==> src/hdl/scf_pkg.sv <==
// ----------------------------------------------------------------------------
// scf_pkg
// Shared types, constants and rounding for the separable clamped filter.
// ----------------------------------------------------------------------------
`default_nettype none

package scf_pkg;

	localparam int PIX_W     = 16;
	localparam int TAP_W     = 16;
	localparam int RES_W     = 24;
	localparam int NUM_TAPS  = 5;
	localparam int FRAC      = 14;
	localparam int ACC_W     = 48;
	localparam int PROD_W    = 41;
	localparam int GEO_W     = 11;
	localparam int RAD_W     = 3;
	localparam int OFF_W     = 4;
	localparam int DIST_W    = 4;
	localparam int APB_AW    = 5;
	localparam int APB_DW    = 32;

	localparam int DEF_MAX_RADIUS = 4;
	localparam int DEF_MAX_WIDTH  = 1024;
	localparam int DEF_MAX_HEIGHT = 1024;

	localparam logic [GEO_W-1:0] RST_WIDTH  = 11'd1024;
	localparam logic [GEO_W-1:0] RST_HEIGHT = 11'd1024;
	localparam logic [RAD_W-1:0] RST_RADIUS = 3'd1;
	localparam logic [TAP_W-1:0] RST_CENTRE = 16'd16384;

	localparam logic signed [ACC_W-1:0] ROUND_BIAS = 48'sd8192;
	localparam logic signed [ACC_W-1:0] SAT_HI     = 48'sd8388607;
	localparam logic signed [ACC_W-1:0] SAT_LO     = -48'sd8388608;

	typedef enum logic [2:0] {
		REG_WIDTH  = 3'd0,
		REG_HEIGHT = 3'd1,
		REG_RADIUS = 3'd2,
		REG_TAP0   = 3'd3,
		REG_TAP1   = 3'd4,
		REG_TAP2   = 3'd5,
		REG_TAP3   = 3'd6,
		REG_TAP4   = 3'd7
	} reg_idx_t;

	typedef enum logic {
		CMD_PIXEL = 1'b0,
		CMD_DRAIN = 1'b1
	} cmd_code_t;

	typedef struct packed {
		logic             command;
		logic [PIX_W-1:0] pixel;
	} in_item_t;

	typedef struct packed {
		logic signed [RES_W-1:0] filtered;
		logic                    frame_end;
	} out_item_t;

	typedef struct packed {
		logic [GEO_W-1:0]                width;
		logic [GEO_W-1:0]                height;
		logic [RAD_W-1:0]                radius;
		logic [NUM_TAPS-1:0][TAP_W-1:0]  taps;
	} cfg_t;

	typedef struct packed {
		logic             win_shift;
		logic             acc_clear;
		logic             h_issue;
		logic             v_issue;
		logic [OFF_W-1:0] off;
		logic [RAD_W-1:0] tsel;
		logic             ram_we;
		logic             res_load;
		logic             res_last;
	} dp_cmd_t;

	typedef struct packed {
		logic res_busy;
	} dp_stat_t;

	// round half up, shift right FRAC with floor, saturate to RES_W bits
	function automatic logic signed [RES_W-1:0] round_sat(input logic signed [ACC_W-1:0] s);
		logic signed [ACC_W-1:0] v;
		logic signed [ACC_W-1:0] q;
		v = s + ROUND_BIAS;
		q = v >>> FRAC;
		if (q > SAT_HI) begin
			q = SAT_HI;
		end else if (q < SAT_LO) begin
			q = SAT_LO;
		end
		return q[RES_W-1:0];
	endfunction

endpackage

`default_nettype wire

==> src/hdl/scf_ctrl.sv <==
// ----------------------------------------------------------------------------
// scf_ctrl
// Controller: frame positions, tap sequencing and row store addressing.
// ----------------------------------------------------------------------------
`default_nettype none

module scf_ctrl #(
	parameter int MAX_RADIUS = scf_pkg::DEF_MAX_RADIUS,
	parameter int MAX_WIDTH  = scf_pkg::DEF_MAX_WIDTH,
	parameter int MAX_HEIGHT = scf_pkg::DEF_MAX_HEIGHT,
	localparam int ROWS = 2 * MAX_RADIUS + 1,
	localparam int AW   = $clog2(ROWS * MAX_WIDTH)
) (
	input  wire logic               clk,
	input  wire logic               arst_n,
	input  wire scf_pkg::cfg_t      cfg,
	input  wire logic               cfg_wr,
	input  wire logic               pix_valid,
	output logic                    pix_stall,
	input  wire logic               pix_cmd,
	input  wire scf_pkg::dp_stat_t  stat,
	output scf_pkg::dp_cmd_t        cmd,
	output logic [AW-1:0]           addr
);

	localparam int CB      = $clog2(MAX_WIDTH);
	localparam int WB      = $clog2(MAX_WIDTH + 1);
	localparam int RB      = $clog2(MAX_HEIGHT + 1);
	localparam int SB      = $clog2(ROWS);
	localparam int LAT_MAX = MAX_RADIUS * MAX_WIDTH + MAX_RADIUS;
	localparam int PB      = $clog2(LAT_MAX + 2);
	localparam int CS      = CB + 3;
	localparam int RS      = RB + 3;
	localparam int SS      = SB + 3;

	typedef enum logic [9:0] {
		S_IDLE  = 10'b0000000001,
		S_H_MAC = 10'b0000000010,
		S_H_W1  = 10'b0000000100,
		S_H_W2  = 10'b0000001000,
		S_H_WR  = 10'b0000010000,
		S_POST  = 10'b0000100000,
		S_V_MAC = 10'b0001000000,
		S_V_W1  = 10'b0010000000,
		S_V_W2  = 10'b0100000000,
		S_V_OUT = 10'b1000000000
	} state_t;

	state_t                           state_q, state_d;
	logic [CB-1:0]                    in_col_q, out_col_q, x_q, c_q, cend_q;
	logic [RB-1:0]                    in_row_q, out_row_q;
	logic [SB-1:0]                    in_slot_q, out_slot_q;
	logic [PB-1:0]                    pend_q, lat;
	logic signed [scf_pkg::DIST_W-1:0] d_q, rad_s;

	logic [WB-1:0]                    w;
	logic [RB-1:0]                    h;
	logic [scf_pkg::RAD_W-1:0]        r;
	logic [CB-1:0]                    wm1;
	logic [RB-1:0]                    hm1;
	logic                             take, in_done, last;
	logic signed [CS-1:0]             cd, cidx;
	logic signed [RS-1:0]             rd;
	logic signed [scf_pkg::DIST_W-1:0] delta;
	logic signed [SS-1:0]             slot_s;
	logic [SB-1:0]                    slot;
	logic [scf_pkg::RAD_W-1:0]        absd;

	// effective geometry
	always_comb begin
		if (cfg.width == '0) begin
			w = WB'(1);
		end else if (32'(cfg.width) > MAX_WIDTH) begin
			w = WB'(MAX_WIDTH);
		end else begin
			w = WB'(cfg.width);
		end
		if (cfg.height == '0) begin
			h = RB'(1);
		end else if (32'(cfg.height) > MAX_HEIGHT) begin
			h = RB'(MAX_HEIGHT);
		end else begin
			h = RB'(cfg.height);
		end
		if (cfg.radius == '0) begin
			r = scf_pkg::RAD_W'(1);
		end else if (32'(cfg.radius) > MAX_RADIUS) begin
			r = scf_pkg::RAD_W'(MAX_RADIUS);
		end else begin
			r = cfg.radius;
		end
	end

	assign wm1     = CB'(w - WB'(1));
	assign hm1     = h - RB'(1);
	assign lat     = PB'(32'(r) * 32'(w) + 32'(r));
	assign rad_s   = $signed({1'b0, r});
	assign in_done = (in_row_q >= h);
	assign last    = (out_row_q == hm1) && (out_col_q == wm1);
	assign take    = pix_valid && !pix_stall;
	assign absd    = scf_pkg::RAD_W'((d_q < 0) ? -d_q : d_q);

	// horizontal neighbor, clamped to the row
	always_comb begin
		cd = $signed({3'b000, c_q}) + CS'(d_q);
		if (cd < 0) begin
			cidx = '0;
		end else if (cd > $signed({3'b000, wm1})) begin
			cidx = $signed({3'b000, wm1});
		end else begin
			cidx = cd;
		end
	end

	// vertical neighbor, clamped to the frame, mapped to its ring slot
	always_comb begin
		rd = $signed({3'b000, out_row_q}) + RS'(d_q);
		if (rd < 0) begin
			rd = '0;
		end else if (rd > $signed({3'b000, hm1})) begin
			rd = $signed({3'b000, hm1});
		end
		delta  = scf_pkg::DIST_W'(rd - $signed({3'b000, out_row_q}));
		slot_s = $signed({3'b000, out_slot_q}) + SS'(delta);
		if (slot_s < 0) begin
			slot_s = slot_s + SS'(ROWS);
		end else if (slot_s >= SS'(ROWS)) begin
			slot_s = slot_s - SS'(ROWS);
		end
		slot = slot_s[SB-1:0];
	end

	always_comb begin
		cmd       = '0;
		addr      = AW'(in_slot_q) * AW'(MAX_WIDTH) + AW'(c_q);
		pix_stall = (state_q != S_IDLE);
		state_d   = state_q;
		cmd.tsel  = absd;
		cmd.off   = scf_pkg::OFF_W'(x_q - cidx[CB-1:0]);
		case (state_q)
			S_IDLE: begin
				if (take) begin
					if (pix_cmd == scf_pkg::CMD_DRAIN) begin
						if (in_done && (out_row_q < h)) begin
							state_d = S_V_MAC;
						end
					end else if (!in_done) begin
						cmd.win_shift = 1'b1;
						if ((in_col_q == wm1) || (in_col_q >= CB'(r))) begin
							state_d = S_H_MAC;
						end else begin
							state_d = S_POST;
						end
					end
				end
			end
			S_H_MAC: begin
				cmd.h_issue   = 1'b1;
				cmd.acc_clear = (d_q == -rad_s);
				if (d_q == rad_s) begin
					state_d = S_H_W1;
				end
			end
			S_H_W1: state_d = S_H_W2;
			S_H_W2: state_d = S_H_WR;
			S_H_WR: begin
				cmd.ram_we = 1'b1;
				state_d    = (c_q == cend_q) ? S_POST : S_H_MAC;
			end
			S_POST: begin
				state_d = (pend_q >= lat) ? S_V_MAC : S_IDLE;
			end
			S_V_MAC: begin
				addr          = AW'(slot) * AW'(MAX_WIDTH) + AW'(out_col_q);
				cmd.v_issue   = 1'b1;
				cmd.acc_clear = (d_q == -rad_s);
				if (d_q == rad_s) begin
					state_d = S_V_W1;
				end
			end
			S_V_W1: state_d = S_V_W2;
			S_V_W2: state_d = S_V_OUT;
			S_V_OUT: begin
				if (!stat.res_busy) begin
					cmd.res_load = 1'b1;
					cmd.res_last = last;
					state_d      = S_IDLE;
				end
			end
			default: state_d = S_IDLE;
		endcase
	end

	always_ff @(posedge clk or negedge arst_n) begin
		if (!arst_n) begin
			state_q    <= S_IDLE;
			in_col_q   <= '0;
			in_row_q   <= '0;
			in_slot_q  <= '0;
			out_col_q  <= '0;
			out_row_q  <= '0;
			out_slot_q <= '0;
			pend_q     <= '0;
			x_q        <= '0;
			c_q        <= '0;
			cend_q     <= '0;
			d_q        <= '0;
		end else begin
			state_q <= state_d;
			if (cfg_wr) begin
				in_col_q   <= '0;
				in_row_q   <= '0;
				in_slot_q  <= '0;
				out_col_q  <= '0;
				out_row_q  <= '0;
				out_slot_q <= '0;
				pend_q     <= '0;
			end
			case (state_q)
				S_IDLE: begin
					d_q    <= -rad_s;
					x_q    <= in_col_q;
					cend_q <= (in_col_q == wm1) ? in_col_q : in_col_q - CB'(r);
					c_q    <= (in_col_q >= CB'(r)) ? in_col_q - CB'(r) : '0;
				end
				S_H_MAC, S_V_MAC: begin
					if (d_q != rad_s) begin
						d_q <= d_q + scf_pkg::DIST_W'(1);
					end
				end
				S_H_WR: begin
					c_q <= c_q + CB'(1);
					d_q <= -rad_s;
				end
				S_POST: begin
					pend_q <= pend_q + PB'(1);
					d_q    <= -rad_s;
					if (in_col_q == wm1) begin
						in_col_q  <= '0;
						in_row_q  <= in_row_q + RB'(1);
						in_slot_q <= (in_slot_q == SB'(ROWS - 1)) ? '0 : in_slot_q + SB'(1);
					end else begin
						in_col_q <= in_col_q + CB'(1);
					end
				end
				S_V_OUT: begin
					if (!stat.res_busy) begin
						if (last) begin
							in_col_q   <= '0;
							in_row_q   <= '0;
							in_slot_q  <= '0;
							out_col_q  <= '0;
							out_row_q  <= '0;
							out_slot_q <= '0;
							pend_q     <= '0;
						end else begin
							pend_q <= pend_q - PB'(1);
							if (out_col_q == wm1) begin
								out_col_q  <= '0;
								out_row_q  <= out_row_q + RB'(1);
								out_slot_q <= (out_slot_q == SB'(ROWS - 1)) ? '0
								              : out_slot_q + SB'(1);
							end else begin
								out_col_q <= out_col_q + CB'(1);
							end
						end
					end
				end
				default: ;
			endcase
		end
	end

	// input column always inside the row
	a_col_in_row: assert property (@(posedge clk) disable iff (!arst_n)
		(state_q == S_IDLE) |-> (WB'(in_col_q) < w))
		else $error("input column beyond row width");

	// results never run ahead of the required latency window
	a_pend_bound: assert property (@(posedge clk) disable iff (!arst_n)
		(state_q == S_IDLE) |-> (pend_q <= lat))
		else $error("pending count above latency");

	// last result of a frame restarts every position
	a_frame_clear: assert property (@(posedge clk) disable iff (!arst_n)
		(cmd.res_load && cmd.res_last && !cfg_wr) |=>
		(in_row_q == '0 && out_row_q == '0 && pend_q == '0))
		else $error("frame end did not clear positions");

	// the row store is written only between rows of a horizontal pass
	a_wr_only_h: assert property (@(posedge clk) disable iff (!arst_n)
		cmd.ram_we |-> $past(state_q == S_H_W2))
		else $error("row store write outside horizontal pass");

endmodule

`default_nettype wire

==> config.mk <==
export PLATFORM = sky130hd
export DESIGN_NAME = scf_ctrl
export DESIGN_NICKNAME = d
export VERILOG_FILES = /design/src/hdl/scf_pkg.sv /design/src/hdl/scf_ctrl.sv
export SDC_FILE = /design/constraint.sdc
export NUM_CORES = 1
export LEC_CHECK = 0
export BUFFER_PORTS_ARGS = -buffer_cell sky130_fd_sc_hd__buf_4
export CAP_MARGIN = 20
export CORE_MARGIN = 2
export CORE_UTILIZATION = 50
export CTS_CLUSTER_DIAMETER = 150
export CTS_CLUSTER_SIZE = 12
export DETAILED_ROUTE_END_ITERATION = 6
export GPL_TIMING_DRIVEN = 0
export PLACE_DENSITY = 0.7
export SYNTH_ARGS = -nofsm -noshare
export SYNTH_HDL_FRONTEND = slang
export SYNTH_SLANG_ARGS = --single-unit
export TNS_END_PERCENT = 5
==> constraint.sdc <==
create_clock -name clk -period 11.1 [get_ports clk]
set_clock_uncertainty 0.1 [all_clocks]
set_input_delay 2.22 -clock clk [delete_from_list [all_inputs] [get_ports clk]]
set_output_delay 2.22 -clock clk [all_outputs]
set_load 0.05 [all_outputs]
==> summary.txt <==
Outcome: complete, no violations
Clk buf depth: 2
Vias in the first global route: 9928
CP startpoint kind: primary input
Area taken by multi-input logic gates: 8180 um^2
# port buffers: 53
CTS Sinks: 101
CP endpoint kind: output port
Synth Area in Adders: 18.0%
Final #Nets: 1741
Synth Area in Compound Gates: 20.2%
Netlist cell types: 100
Initial Utilization: 51.4%
Drt total wl: 30400 um
Root Buffer: clkbuf_16
Layout cell share with drive strength beyond 1: 9.10%
Number of flops mapped to enable cells by yosys: 0
Die height: 154 um
Multiplexer share of the synthesized area: 1.71%
Post-synth top area cell: dfrtp_1
RD Place Congestion: 0.963
Routed vias/inst: 5.90
Synth Instances: 1409
Top cells by area, synth: dfrtp_1 22%, ha_1 15%, nand2_1 6.2%
Setup tns final: 0 ns
Xor/xnor cell area share of the yosys netlist: 9.67%
HP Class: flop to flop
Syn Nets: 1672
CTS Buf Count: 9
Ant diodes: 0
Worst-margin pin slew: 0.918 ns
Avg Cell Area, Syn: 8.01 um^2
Setup slack after layout: 0.575 ns
Sequential Area: 2530 um^2
Main combinational cell family by area after synthesis: simple AND/OR/NAND/NOR gates
Worst EP arrival: 8.20 ns
Fmax: 95.0 MHz
Clock-pin slew on the worst setup and hold paths: 0.07 ns
Wire per inst: 17.2 um
Final setup vio count: 0
Gr usage total: 26.1%
Mapped cell area: 11300 um^2
DIE AREA: 23800 um^2
Row Count: 54
Tcrit/Tclk final: 94.8%
PwrDens: 179 nW/um^2
Required time of the worst setup path: 8.78 ns
Min cycle time layout: 10.52 ns
Most frequent cells in the layout: 185 x nand2_1, 135 x ha_1, 118 x o21ai_0
Critical path type: primary input to output port
Slowest CP cell: nor4_4
Most common cell after layout, fill and taps aside: nand2_1
Initial drt markers: 645
Clock Latency Late Sink: 0.37 ns
Via count: 10400
Pins Over Slew Limit: 0
Peak supply drop: 0.754 mV
Post-Synth Simple-Gate Area: 22.8%
Max-cap violations: 0
Die Width: 154 um
Top cell type's share of synthesized area: 22.2%
Congestion Overflow GR: 0
Final hold violations: 0
Area growth, synth to finish: 9.79%
Synth warn: 0
Layout Utilization: 56.4%
FF+latch count, synth: 101
Leak: 5.78 nW
Largest stage delay, worst path: 0.40 ns
Global-route wire length before repair: 50500 um
Synth Flop Type: dfrtp_1
Hpwl dp: 24100 um
CTS tree: done
# fillers: 2052
Final Power: 2.21 mW
Asr flop ratio synth: 100%
Pre-CTS setup slack: 0.414 ns
ANT nets after route: 0
CP Max Fanout: 7
Hold buffers post-CTS: 0
# IOs: 140
Drc violations: 0
RSZ-0062 raised after global routing: false
Slew HR: 38.8%
Antenna violations before repair: 0
Largest net degree at the start of global routing: 69
Post-synthesis sequential area ratio: 22.4%
Max H-tree Level: 3
Pre-Repair DR Iteration Count: 5
Core box area: 22000 um^2
## final timing paths
check	start	to	slack, ns	depth (start not counted)
setup reg to reg	in_col_q[5]	in_slot_q[2]	7.67	12
hold reg to reg	state_q[2]	state_q[8]	0.37	1
hold / removal	state_q[2]	state_q[8]	0.37	1
setup / recovery	cfg[86]	addr[11]	0.58	32
min in group asynchronous	arst_n	pend_q[9]	1.71	1
max in group asynchronous	arst_n	c_q[5]	8.46	2
## flip-flops by register name, indices dropped and copies added (netlist names)
register    count
d_q             4
out_row_q      11
in_slot_q       4
x_q             4
cend_q         10
in_col_q       10
state_q        10
pend_q         13
in_row_q       11
c_q            10
out_col_q      10
out_slot_q      4
## logic make-up after synthesis
| family | Yosys count |
|---|---|
| AND/OR/NAND/NOR | 519 |
| multiplexers | 17 |
| buffers and inverters | 146 |
| flip-flops | 101 |
| XOR/XNOR | 122 |
| AO/OA/AOI/OAI | 352 |
| adder cells (fa/ha/maj) | 152 |
## layout make-up
class,count,share of cell area (%)
multi-input combinational,1162,66.0
sequential,101,20.4
timing repair buffer,58,3.68
inverter,97,2.94
tap,280,2.83
clock buffer,12,2.07
buffer,49,1.81
clock inverter,4,0.242
## report_power, final
part	internal, mW	leakage (nW)	switching, mW
logic	0.498	4.28	0.893
clock network	0.166	0.140	0.150
registers	0.424	1.36	0.0807
total	1.09	5.78	1.12
## metrics by stage
stage	hold slack, ns	instances	instance area (um^2)
finish	0.369	1763	12400
global route	0.381	1763	12400
CTS	0.364	1759	12300
detailed placement	0.353	1743	12100
global placement	0.345	1742	12000
floorplan	0.330	1409	11300
## layer usage
| metal | part of all wire [%] | track usage [%] | vias up |
|---|---|---|---|
| met3 | 5.6 | 4.40 | 51 |
| li1 | - | - | 5123 |
| met1 | 44 | 34.2 | 4926 |
| met2 | 48 | 45.0 | 295 |
| met5 | 0 | 0 | - |
| met4 | 2.2 | 6.81 | 0 |
## timing repair
item | CTS | global route
gates resized for setup | 0 | 3
buffers inserted | 0 | 4
endpoints found under the setup margin | 0 | 3
## Yosys cell counts, types with 3 or more instances
cell type,number
a211oi_1,11
a21boi_0,3
a21o_1,14
a21oi_1,79
a22o_1,7
a22oi_1,9
a31oi_1,9
and2_1,11
and3_1,37
and4b_1,3
buf_1,6
buf_2,9
buf_4,3
clkbuf_1,29
dfrtp_1,100
fa_1,17
ha_1,135
inv_1,97
mux2_2,4
mux2i_1,10
nand2_1,185
nand2b_1,15
nand3_1,44
nand4_1,13
nor2_1,97
nor2b_1,30
nor3_1,31
nor3b_1,6
nor4_1,11
nor4_4,3
o211ai_1,5
o21a_1,14
o21ai_0,118
o21ai_1,14
o21bai_1,6
o221ai_1,10
o22ai_1,3
o31ai_1,10
or2_2,6
or3_1,11
xnor2_1,73
xor2_1,47
## critical path: cells and delay by family
kind	cells	cell delay, ns
AO/OA/AOI/OAI	11	1.68
multiplexers	2	0.37
buffers and inverters	3	0.45
AND/OR/NAND/NOR	9	1.39
adder cells (fa/ha/maj)	5	1.55
XOR/XNOR	2	0.54
Power figures use the tool's default switching activity.
